**src/rtl/core/att_pkg.sv**
```systemverilog
// Shared types, constants and helpers of the text terminal.
package att_pkg;
   localparam int COLUMNS_DEF = 80;
   localparam int ROWS_DEF = 25;
   localparam int MAX_PARAMS_DEF = 8;
   localparam logic [30:0] PARAM_SAT = 31'd2147483647;
   localparam logic [30:0] PARAM_LIM = 31'd214748364;
   localparam logic [7:0] ESC_CODE = 8'h1b;

   localparam logic [1:0] KIND_WRITE = 2'd0;
   localparam logic [1:0] KIND_FILL = 2'd1;
   localparam logic [1:0] KIND_SCROLL = 2'd2;
   localparam logic [1:0] KIND_CURSOR = 2'd3;

   localparam logic CSR_FORE = 1'b0;
   localparam logic CSR_BACK = 1'b1;

   typedef enum logic [1:0] {MODE_NORMAL, MODE_ESC, MODE_CSI, MODE_SPARE} mode_type;

   typedef enum logic [2:0] {
      ST_IDLE, ST_PARSE, ST_SGR, ST_EMIT, ST_WAIT
   } state_type;

   typedef struct packed {
      logic       parse;
      logic       sgr_step;
      logic       emit;
   } cmd_type;

   typedef struct packed {
      logic       sgr_busy;
      logic [1:0] count;
      logic       out_busy;
   } sts_type;

   typedef struct packed {
      logic [1:0]  kind;
      logic [10:0] s;
      logic [10:0] e;
      logic [7:0]  g;
      logic [7:0]  a;
      logic [10:0] cp;
   } res_type;

   function automatic logic [2:0] ansi_to_vga(input logic [2:0] c);
      logic [2:0] r;
      r = {c[0], c[1], c[2]};
      return r;
   endfunction
endpackage

```
**src/rtl/core/att_ctrl.sv**
```systemverilog
// Sequencer of the text terminal: parse, SGR walk, result emission.
module att_ctrl (
   input  logic             clock,
   input  logic             reset,
   input  logic             req_tvalid,
   output logic             req_tready,
   input  att_pkg::sts_type sts,
   output att_pkg::cmd_type cmd
);
   import att_pkg::*;
   state_type state_ff, state_in;

   always_ff @(posedge clock) begin
      if (reset) state_ff <= ST_IDLE;
      else state_ff <= state_in;
   end

   always_comb begin
      state_in = state_ff;
      unique case (state_ff)
         ST_IDLE: if (req_tvalid) state_in = ST_PARSE;
         ST_PARSE: state_in = ST_SGR;
         ST_SGR: if (!sts.sgr_busy) state_in = ST_EMIT;
         ST_EMIT: if (sts.count == 2'd0) state_in = ST_WAIT;
         ST_WAIT: if (!sts.out_busy) state_in = ST_IDLE;
         default: state_in = ST_IDLE;
      endcase
   end

   always_comb begin
      req_tready = 1'b0;
      cmd = '0;
      unique case (state_ff)
         ST_IDLE: req_tready = 1'b1;
         ST_PARSE: cmd.parse = 1'b1;
         ST_SGR: cmd.sgr_step = sts.sgr_busy;
         ST_EMIT: cmd.emit = 1'b1;
         default: ;
      endcase
   end
endmodule

```
**src/rtl/core/att_dp.sv**
```systemverilog
// Datapath of the text terminal: parser state, cursor, colors and results.
module att_dp #(
   parameter int COLUMNS = att_pkg::COLUMNS_DEF,
   parameter int ROWS = att_pkg::ROWS_DEF,
   parameter int MAX_PARAMS = att_pkg::MAX_PARAMS_DEF
) (
   input  logic             clock,
   input  logic             reset,
   input  logic             req_fire,
   input  logic [7:0]       req_char,
   input  logic             csr_fire,
   input  logic             csr_index,
   input  logic [3:0]       csr_data,
   input  att_pkg::cmd_type cmd,
   output att_pkg::sts_type sts,
   output logic             rsp_tvalid,
   input  logic             rsp_tready,
   output att_pkg::res_type rsp_res,
   output logic             rsp_last
);
   import att_pkg::*;
   localparam int RW = $clog2(ROWS);
   localparam int CW = $clog2(COLUMNS);
   localparam int PW = $clog2(MAX_PARAMS);
   localparam int NW = $clog2(MAX_PARAMS + 1);
   localparam logic [10:0] CELLS = 11'(ROWS * COLUMNS);
   localparam logic [10:0] COLS11 = 11'(COLUMNS);

   logic [3:0] dfg_ff, dbg_ff;
   logic [7:0] ch_ff;
   mode_type mode_ff;
   logic [30:0] par_ff [MAX_PARAMS];
   logic [NW-1:0] pcnt_ff;
   logic priv_ff, drop_ff, bold_ff, hid_ff;
   logic [RW-1:0] row_ff, srow_ff;
   logic [CW-1:0] col_ff, scol_ff;
   logic [3:0] fg_ff, bg_ff;
   logic sgr_ff;
   logic [NW-1:0] sidx_ff;
   res_type q_ff [3];
   logic [1:0] qn_ff, qi_ff;
   res_type o_ff;
   logic ov_ff, ol_ff;

   // parse step scratch
   res_type r [3];
   logic [1:0] n;
   logic [RW:0] nr;
   logic [CW:0] nc;
   logic [31:0] p0, p1, mval;
   logic [31:0] d32;
   logic dig;
   logic [PW-1:0] pidx;
   logic [10:0] here, rstart;
   logic [7:0] at;

   function automatic res_type mk(input logic [1:0] k, input logic [10:0] s,
      input logic [10:0] e, input logic [7:0] g, input logic [7:0] a,
      input logic [10:0] cp);
      res_type x;
      x.kind = k; x.s = s; x.e = e; x.g = g; x.a = a; x.cp = cp;
      return x;
   endfunction

   assign dig = ch_ff >= "0" && ch_ff <= "9";
   assign pidx = PW'((pcnt_ff == '0 ? NW'(0) : pcnt_ff - NW'(1)));
   assign at = {bg_ff, fg_ff};
   assign rstart = 11'({1'b0, row_ff} * COLUMNS);
   assign here = rstart + 11'(col_ff);
   assign d32 = 32'(ch_ff - "0");
   assign p0 = (pcnt_ff >= NW'(1) && par_ff[0] != '0) ? {1'b0, par_ff[0]} : 32'd1;
   assign p1 = (pcnt_ff >= NW'(2) && par_ff[1] != '0) ? {1'b0, par_ff[1]} : 32'd1;
   assign mval = pcnt_ff >= NW'(1) ? {1'b0, par_ff[0]} : 32'd0;

   function automatic logic [10:0] cpos(input logic h, input logic [RW:0] rr,
      input logic [CW:0] cc);
      return h ? CELLS : 11'(11'(rr) * COLS11 + 11'(cc));
   endfunction

   always_comb begin
      r[0] = '0; r[1] = '0; r[2] = '0;
      n = 2'd0;
      nr = {1'b0, row_ff};
      nc = {1'b0, col_ff};
      if (mode_ff == MODE_CSI && (!drop_ff || !(ch_ff == ";" || ch_ff == "?" || dig))
          && (drop_ff || !(ch_ff == ";" || ch_ff == "?" || dig))) begin
         if (priv_ff) begin
            if (par_ff[0] == 31'd25 && (ch_ff == "h" || ch_ff == "l")) begin
               r[0] = mk(KIND_CURSOR, '0, '0, '0, '0, cpos(ch_ff == "l", nr, nc));
               n = 2'd1;
            end
         end else begin
            priority case (ch_ff)
               "H", "f": begin
                  nr = (p0 - 32'd1 >= 32'(ROWS)) ? (RW+1)'(ROWS - 1) : (RW+1)'(p0 - 32'd1);
                  nc = (p1 - 32'd1 >= 32'(COLUMNS)) ? (CW+1)'(COLUMNS - 1)
                     : (CW+1)'(p1 - 32'd1);
                  r[0] = mk(KIND_CURSOR, '0, '0, '0, '0, cpos(hid_ff, nr, nc)); n = 2'd1;
               end
               "A": begin
                  nr = (32'(row_ff) >= p0) ? (RW+1)'(32'(row_ff) - p0) : '0;
                  r[0] = mk(KIND_CURSOR, '0, '0, '0, '0, cpos(hid_ff, nr, nc)); n = 2'd1;
               end
               "B": begin
                  nr = (p0 >= 32'(ROWS) - 32'(row_ff)) ? (RW+1)'(ROWS - 1)
                     : (RW+1)'(32'(row_ff) + p0);
                  r[0] = mk(KIND_CURSOR, '0, '0, '0, '0, cpos(hid_ff, nr, nc)); n = 2'd1;
               end
               "C": begin
                  nc = (p0 >= 32'(COLUMNS) - 32'(col_ff)) ? (CW+1)'(COLUMNS - 1)
                     : (CW+1)'(32'(col_ff) + p0);
                  r[0] = mk(KIND_CURSOR, '0, '0, '0, '0, cpos(hid_ff, nr, nc)); n = 2'd1;
               end
               "D": begin
                  nc = (32'(col_ff) >= p0) ? (CW+1)'(32'(col_ff) - p0) : '0;
                  r[0] = mk(KIND_CURSOR, '0, '0, '0, '0, cpos(hid_ff, nr, nc)); n = 2'd1;
               end
               "J": begin
                  if (mval == 32'd2) begin
                     r[0] = mk(KIND_FILL, '0, CELLS - 11'd1, 8'h20, at, '0);
                     nr = '0; nc = '0;
                     r[1] = mk(KIND_CURSOR, '0, '0, '0, '0, cpos(hid_ff, nr, nc));
                     n = 2'd2;
                  end else if (mval == 32'd0) begin
                     r[0] = mk(KIND_FILL, here, CELLS - 11'd1, 8'h20, at, '0); n = 2'd1;
                  end
               end
               "K": begin
                  if (mval == 32'd0) begin
                     r[0] = mk(KIND_FILL, here, rstart + COLS11 - 11'd1, 8'h20, at, '0);
                     n = 2'd1;
                  end else if (mval == 32'd1) begin
                     r[0] = mk(KIND_FILL, rstart, here, 8'h20, at, '0); n = 2'd1;
                  end else if (mval == 32'd2) begin
                     r[0] = mk(KIND_FILL, rstart, rstart + COLS11 - 11'd1, 8'h20, at, '0);
                     n = 2'd1;
                  end
               end
               "u": begin
                  nr = {1'b0, srow_ff}; nc = {1'b0, scol_ff};
                  r[0] = mk(KIND_CURSOR, '0, '0, '0, '0, cpos(hid_ff, nr, nc)); n = 2'd1;
               end
               default: ;
            endcase
         end
      end else if (mode_ff == MODE_NORMAL || mode_ff == MODE_SPARE) begin
         if (ch_ff == ESC_CODE) begin
         end else if (ch_ff == 8'h0a || ch_ff == 8'h0d) begin
            nc = '0;
            if (ch_ff == 8'h0a) begin
               if (32'(row_ff) + 32'd1 >= 32'(ROWS)) begin
                  r[0] = mk(KIND_SCROLL, CELLS - COLS11, CELLS - 11'd1, 8'h20, at, '0);
                  n = 2'd1;
               end else nr = nr + (RW+1)'(1);
            end
            r[n] = mk(KIND_CURSOR, '0, '0, '0, '0, cpos(hid_ff, nr, nc));
            n = n + 2'd1;
         end else if (ch_ff == 8'h08) begin
            if (col_ff != '0) begin
               nc = nc - (CW+1)'(1);
               r[0] = mk(KIND_WRITE, here - 11'd1, here - 11'd1, 8'h20, at, '0); n = 2'd1;
            end
            r[n] = mk(KIND_CURSOR, '0, '0, '0, '0, cpos(hid_ff, nr, nc));
            n = n + 2'd1;
         end else begin
            r[0] = mk(KIND_WRITE, here, here, ch_ff, at, '0); n = 2'd1;
            nc = nc + (CW+1)'(1);
            if (32'(nc) >= 32'(COLUMNS)) begin
               nc = '0;
               if (32'(row_ff) + 32'd1 >= 32'(ROWS)) begin
                  r[1] = mk(KIND_SCROLL, CELLS - COLS11, CELLS - 11'd1, 8'h20, at, '0);
                  n = 2'd2;
               end else nr = nr + (RW+1)'(1);
            end
            r[n] = mk(KIND_CURSOR, '0, '0, '0, '0, cpos(hid_ff, nr, nc));
            n = n + 2'd1;
         end
      end
   end

   logic dispatch;
   assign dispatch = mode_ff == MODE_CSI
      && !(ch_ff == ";" || ch_ff == "?" || dig) && !(!drop_ff && 1'b0);

   // SGR walk: one parameter per cycle
   logic [30:0] sv;
   logic [3:0] fg_n, bg_n;
   logic bold_n;
   assign sv = par_ff[PW'(sidx_ff)];
   always_comb begin
      fg_n = fg_ff; bg_n = bg_ff; bold_n = bold_ff;
      if (sv == 31'd0) begin
         fg_n = dfg_ff; bg_n = dbg_ff; bold_n = 1'b0;
      end else if (sv == 31'd1) begin
         bold_n = 1'b1; fg_n = {1'b1, fg_ff[2:0]};
      end else if (sv == 31'd22) begin
         bold_n = 1'b0; fg_n = {1'b0, fg_ff[2:0]};
      end else if (sv >= 31'd30 && sv <= 31'd37) begin
         fg_n = {bold_ff, ansi_to_vga(3'(sv - 31'd30))};
      end else if (sv >= 31'd40 && sv <= 31'd47) begin
         bg_n = {1'b0, ansi_to_vga(3'(sv - 31'd40))};
      end else if (sv >= 31'd90 && sv <= 31'd97) begin
         fg_n = {1'b1, ansi_to_vga(3'(sv - 31'd90))}; bold_n = 1'b1;
      end else if (sv >= 31'd100 && sv <= 31'd107) begin
         bg_n = {1'b1, ansi_to_vga(3'(sv - 31'd100))};
      end
   end

   always_ff @(posedge clock) begin
      if (req_fire) ch_ff <= req_char;
      if (reset) begin
         dfg_ff <= 4'd10; dbg_ff <= 4'd0;
         mode_ff <= MODE_NORMAL;
         for (int i = 0; i < MAX_PARAMS; i++) par_ff[i] <= '0;
         pcnt_ff <= '0; priv_ff <= 1'b0; drop_ff <= 1'b0; bold_ff <= 1'b0;
         row_ff <= '0; col_ff <= '0; srow_ff <= '0; scol_ff <= '0;
         fg_ff <= 4'd10; bg_ff <= 4'd0; hid_ff <= 1'b0;
         sgr_ff <= 1'b0; sidx_ff <= '0; qn_ff <= '0; qi_ff <= '0;
         ov_ff <= 1'b0;
      end else begin
         if (csr_fire) begin
            if (csr_index == CSR_FORE) dfg_ff <= csr_data;
            else dbg_ff <= csr_data;
         end
         if (cmd.parse) begin
            for (int i = 0; i < 3; i++) q_ff[i] <= r[i];
            qn_ff <= n; qi_ff <= '0;
            row_ff <= RW'(nr); col_ff <= CW'(nc);
            unique case (mode_ff)
               MODE_ESC: begin
                  if (ch_ff == "[") begin
                     mode_ff <= MODE_CSI;
                     pcnt_ff <= '0; priv_ff <= 1'b0; drop_ff <= 1'b0;
                     for (int i = 0; i < MAX_PARAMS; i++) par_ff[i] <= '0;
                  end else mode_ff <= (ch_ff == ESC_CODE) ? MODE_ESC : MODE_NORMAL;
               end
               MODE_CSI: begin
                  if (dispatch) begin
                     mode_ff <= MODE_NORMAL; drop_ff <= 1'b0;
                     if (!priv_ff) begin
                        if (ch_ff == "s") begin srow_ff <= row_ff; scol_ff <= col_ff; end
                        if (ch_ff == "m") begin
                           if (pcnt_ff == '0) begin
                              fg_ff <= dfg_ff; bg_ff <= dbg_ff; bold_ff <= 1'b0;
                           end else begin
                              sgr_ff <= 1'b1; sidx_ff <= '0;
                           end
                        end
                     end else if (par_ff[0] == 31'd25 && (ch_ff == "h" || ch_ff == "l"))
                        hid_ff <= ch_ff == "l";
                  end else if (!drop_ff) begin
                     if (ch_ff == "?") priv_ff <= 1'b1;
                     else if (dig) begin
                        if (pcnt_ff == '0) pcnt_ff <= NW'(1);
                        if (par_ff[pidx] > PARAM_LIM
                            || (par_ff[pidx] == PARAM_LIM && d32 > 32'd7))
                           par_ff[pidx] <= PARAM_SAT;
                        else par_ff[pidx] <= 31'(par_ff[pidx] * 31'd10 + 31'(d32));
                     end else begin
                        if (pcnt_ff < NW'(MAX_PARAMS))
                           pcnt_ff <= (pcnt_ff == '0) ? NW'(2) : pcnt_ff + NW'(1);
                        else drop_ff <= 1'b1;
                     end
                  end
               end
               default: mode_ff <= (ch_ff == ESC_CODE) ? MODE_ESC : MODE_NORMAL;
            endcase
         end
         if (cmd.sgr_step) begin
            fg_ff <= fg_n; bg_ff <= bg_n; bold_ff <= bold_n;
            sidx_ff <= sidx_ff + NW'(1);
            if (sidx_ff + NW'(1) >= pcnt_ff) sgr_ff <= 1'b0;
         end
         if (cmd.emit && qn_ff != '0 && (!ov_ff || rsp_tready)) begin
            o_ff <= q_ff[qi_ff];
            ol_ff <= qn_ff == 2'd1;
            ov_ff <= 1'b1;
            qi_ff <= qi_ff + 2'd1;
            qn_ff <= qn_ff - 2'd1;
         end else if (ov_ff && rsp_tready) ov_ff <= 1'b0;
      end
   end

   assign sts.sgr_busy = sgr_ff;
   assign sts.count = qn_ff;
   assign sts.out_busy = ov_ff;
   assign rsp_tvalid = ov_ff;
   assign rsp_res = o_ff;
   assign rsp_last = ol_ff;
endmodule

```
**src/rtl/core/ansi_text_terminal.sv**
```systemverilog
// Top level of the ANSI text terminal front end.
// Channels: req_ carries one character byte per item in tdata[7:0].
// rsp_ carries text-buffer commands; tlast marks the final command of a byte.
// csr_ writes default_foreground (index 0) and default_background (index 1).
// A byte passes the accept state, a parse step, the SGR walk with one step per
// SGR parameter, one emission per command (0 to 3), and a drain wait.
// The per-parameter SGR walk and the single output register set the rate.
// A byte is taken only when the previous byte's commands are all delivered.
// The first command is registered in the emit state, after the parse and SGR states.
// Reset (synchronous, active high) returns to normal mode, cursor at the
// top left, colors at the reset defaults.
// When rsp_tready is low the command register holds and the sequencer waits;
// no command is lost or repeated.
module ansi_text_terminal #(
   parameter int COLUMNS = att_pkg::COLUMNS_DEF,
   parameter int ROWS = att_pkg::ROWS_DEF,
   parameter int MAX_PARAMS = att_pkg::MAX_PARAMS_DEF
) (
   input  logic        clock,
   input  logic        reset,
   input  logic        req_tvalid,
   output logic        req_tready,
   input  logic [7:0]  req_tdata,   // char_code
   output logic        rsp_tvalid,
   input  logic        rsp_tready,
   output logic [55:0] rsp_tdata,   // command_kind, start_cell, end_cell, glyph,
                                    // attribute, cursor_position, zero fill
   output logic        rsp_tlast,   // last_of_run
   input  logic        csr_valid,
   output logic        csr_ready,
   input  logic        csr_index,
   input  logic [3:0]  csr_data
);
   import att_pkg::*;
   cmd_type cmd;
   sts_type sts;
   res_type res;

   assign csr_ready = 1'b1;

   att_ctrl u_ctrl (
      .clock, .reset, .req_tvalid, .req_tready, .sts, .cmd
   );

   att_dp #(.COLUMNS(COLUMNS), .ROWS(ROWS), .MAX_PARAMS(MAX_PARAMS)) u_dp (
      .clock, .reset,
      .req_fire(req_tvalid && req_tready), .req_char(req_tdata),
      .csr_fire(csr_valid), .csr_index, .csr_data,
      .cmd, .sts, .rsp_tvalid, .rsp_tready, .rsp_res(res), .rsp_last(rsp_tlast)
   );

   assign rsp_tdata = {5'b00000, res.cp, res.a, res.g, res.e, res.s, res.kind};
endmodule

```
**config.mk**
```make
export PLATFORM = sky130hd
export DESIGN_NAME = ansi_text_terminal
export DESIGN_NICKNAME = d
export VERILOG_FILES = /design/src/rtl/core/att_pkg.sv /design/src/rtl/core/att_ctrl.sv /design/src/rtl/core/att_dp.sv /design/src/rtl/core/ansi_text_terminal.sv
export SDC_FILE = /design/constraint.sdc
export NUM_CORES = 1
export LEC_CHECK = 0
export BUFFER_PORTS_ARGS = -buffer_cell sky130_fd_sc_hd__clkbuf_2
export CAP_MARGIN = 20
export CORE_MARGIN = 2
export CORE_UTILIZATION = 25
export DETAILED_ROUTE_END_ITERATION = 10
export GPL_ROUTABILITY_DRIVEN = 0
export HOLD_SLACK_MARGIN = 0.1
export PLACE_DENSITY = 0.51
export SYNTH_ARGS = -nofsm -noshare
export SYNTH_HDL_FRONTEND = slang
export SYNTH_SLANG_ARGS = --single-unit
export TNS_END_PERCENT = 1
```
**constraint.sdc**
```tcl
create_clock -name clock -period 8.6 [get_ports clock]
set_clock_uncertainty 0.1 [all_clocks]
set_input_delay 1.29 -clock clock [delete_from_list [all_inputs] [get_ports clock]]
set_output_delay 1.29 -clock clock [all_outputs]
set_load 0.01 [all_outputs]
```
==> run summary <==
Outcome -> finished clean
Synth cell count leaders -> edfxtp_1 (393), a21oi_1 (374), nor2_1 (340)
Nets@finish -> 3932
Worst Path Required -> 8860 ps
Synth top area share -> 34.85%
Pin count of the biggest net entering global routing -> 66
DRC Markers -> 0
Clock buffer depth -> 3
Most used cell along the critical path -> a21oi_1
Number of CTS-inserted buffers -> 53
Slew @ Worst Pin -> 1188 ps
Number of global-route vias before repair -> 27644
Setup tns final -> 0 ps
CTS clk-pin slew, worst paths -> 70 ps
Highest net fanout along the worst path -> 13
CP endpoint kind -> flop
Routed length per placed instance -> 22.52 um
Crit path launch type -> flop
Total grt overflow -> 0
Final Max Slew Viols -> 0
Min-Delay Path Class -> reg2reg
Die W -> 372.0 um
Sequential-to-total area share from yosys stat -> 38.75%
Fillers -> 14208
Cell with the most instances after synthesis -> edfxtp_1
Routed WL -> 122500 um
Warnings from Yosys -> 0
Placeable Area -> 135000 um2
Kind of critical path -> reg2reg
Global-route wire length before repair -> 181500 um
Gr usage total -> 17.13%
Hold Buf Count CTS -> 0
Seq cells post-synth -> 459
Total vias in the final route -> 29202
Largest cells by area after synthesis -> edfxtp_1 (35%), ha_1 (10%), a21oi_1 (5.5%), dfxtp_1 (3.9%), nor2_1 (3.8%)
# resized after CTS -> 0
Antenna violations before repair -> 0
Placement Rows -> 135
DR vias/cell -> 5.367
Post-synthesis instance total -> 3573
Antenna Nets Post-Route -> 0
Die area -> 138400 um2
Max cap viols -> 0
Root Driver -> clkbuf_16
CTS tree -> done
Worst relative slew slack -> 20.20%
Initial core utilization -> 25.09%
Synth area leader -> edfxtp_1
FMAX -> 127.2 MHz
Synth unique cells -> 100
Peak VDD IR -> 0.1492 mV
Share of cells above drive strength 1 -> 10.14%
Worst path max stage delay -> 640 ps
IO Pins -> 78
WHS -> 373.5 ps
Slowest stage cell, crit path -> nor3_1
Static Leakage -> 14.80 nW
Die height -> 372.0 um
Area growth syn-to-layout -> 13.36%
Post-DP HPWL -> 91700 um
RSZ-0062 raised after global routing -> false
H-tree level count -> 2
Post-Syn Area -> 33860 um2
Final setup vio count -> 0
Clk sink count -> 459
Iteration-0 DRC Markers -> 3154
Clock insertion delay at the later pin of the skew report -> 640 ps
FFs w/ async S/R, synth -> 0%
IO Port Bufs -> 71
Power density cells -> 153.6 nW/um2
Worst path arrival time -> 8120 ps
Final Hold Viols -> 0
Synth Area per Inst -> 9.477 um2
DRT Pass-1 Iters -> 7
Period utilization -> 91.41%
Synth Flop Type -> edfxtp_1
Post-CTS Setup Inserts -> 0
Number of synthesized flops with an enable pin -> 393
Antenna diodes -> 0
Final worst path period need -> 7861 ps
-- final cells by class --
type	instances	area, um2	share of cell area (%)
clock buffers	64	1389	3.618
flip-flops and latches	459	13130	34.19
multi-input cells	2786	19520	50.86
inverters	136	510.5	1.330
well taps	1781	2228	5.805
repair buffers	182	1186	3.090
clock inverters	33	425.4	1.108
-- cells by family (layout without fill, tap and decap cells) --
| family | Yosys count | count (layout) | share of synthesized area [%] |
|---|---|---|---|
| compound gates | 1011 | 1011 | 19.32 |
| mux | 147 | 147 | 5.092 |
| flops | 459 | 459 | 38.75 |
| xor+xnor | 162 | 162 | 4.190 |
| simple gates | 1155 | 1155 | 17.12 |
| other cells | 2 | 15 | 0.02218 |
| fa+ha+maj | 296 | 296 | 11.42 |
| buf+inv | 341 | 415 | 4.072 |
-- registers in the layout, summed over array words and instances (netlist names), 3 cells and up, named ones only --
| signal | cells |
|---|---|
| u_dp.q_ff | 85 |
| u_dp.sidx_ff | 4 |
| u_dp.bg_ff | 4 |
| u_dp.fg_ff | 4 |
| u_dp.par_ff | 248 |
| u_dp.ch_ff | 8 |
| u_dp.pcnt_ff | 4 |
| u_dp.rsp_res | 51 |
| u_dp.row_ff | 5 |
| u_dp.dbg_ff | 4 |
| u_ctrl.state_ff | 3 |
| u_dp.dfg_ff | 4 |
| u_dp.srow_ff | 5 |
| u_dp.scol_ff | 7 |
| u_dp.col_ff | 7 |
-- metrics by stage --
step                std cells  total power [mW]  setup WS (ps)  cell area [um2]  util, %
detailed placement       5342             3.525          937.3            36560    27.09
global placement         5340             3.524           1080            36550    27.08
global route             5441             6.108          296.7            38390    28.44
finish                   5441             5.895          738.7            38390    28.44
floorplan                3586             3.176           1331            33910        -
CTS                      5439             5.924          902.7            38380    28.43
-- critical path: cells and delay by family, from the launching register on --
family,cells,cell delay [ps]
AOI/OAI and AO/OA,15,3060
xor gates and xnor gates,1,130
adders and majority gates,5,1580
buffers and inverters,4,640
DFF,1,360
and+or+nand+nor,6,1710
-- worst paths after layout --
| path | start | end | slack (ps) | depth (start not counted) |
|---|---|---|---|---|
| max | u_dp.pcnt_ff[1] | u_dp.par_ff[7][30] | 740 | 31 |
| min | u_dp.dbg_ff[0] | u_dp.dbg_ff[0] | 370 | 2 |
| max reg2reg | u_dp.pcnt_ff[1] | u_dp.par_ff[7][30] | 740 | 31 |
| min reg2reg | u_dp.dbg_ff[0] | u_dp.dbg_ff[0] | 370 | 2 |
-- placed cells by master, fill, tap and decap left out, types with 16 or more instances in the layout --
master,netlist,routed
a222oi_1,18,18
buf_4,9,110
o21ai_0,156,156
inv_1,131,131
a22oi_1,45,45
and2_1,81,81
ha_1,274,274
nand2b_1,30,30
nor2b_1,52,52
nor2_1,340,338
clkbuf_2,0,72
nor4_1,53,50
edfxtp_1,393,393
clkbuf_16,0,54
a31oi_1,30,30
mux4_2,18,18
or4_1,26,26
xnor2_1,110,110
nand4_1,32,32
a21oi_1,374,374
o221ai_1,18,18
or3_1,21,21
o22ai_1,30,30
mux2_2,22,22
o21a_1,26,26
and3_1,41,41
nand2_1,250,243
fa_1,22,22
nand3_1,63,63
a21o_1,62,62
dfxtp_1,66,63
a221oi_1,18,18
nor3_1,76,73
xor2_1,52,52
o31ai_1,16,16
o21bai_1,20,20
a211oi_1,37,37
mux2i_1,107,107
-- routing by layer --
metal	track usage, %	part of all wire (%)	vias up
met4	5.684	3.4	0
met2	27.60	45	1284
met5	0	0	-
met3	2.683	7.7	222
met1	23.29	43	14185
li1	-	-	13511
-- power by group --
part | switching, mW | internal (mW) | total, mW
sequential | 0.0722 | 2.48 | 2.56
clock | 0.974 | 1.42 | 2.40
combinational | 0.627 | 0.315 | 0.942
(Power assumes the default switching activity.)
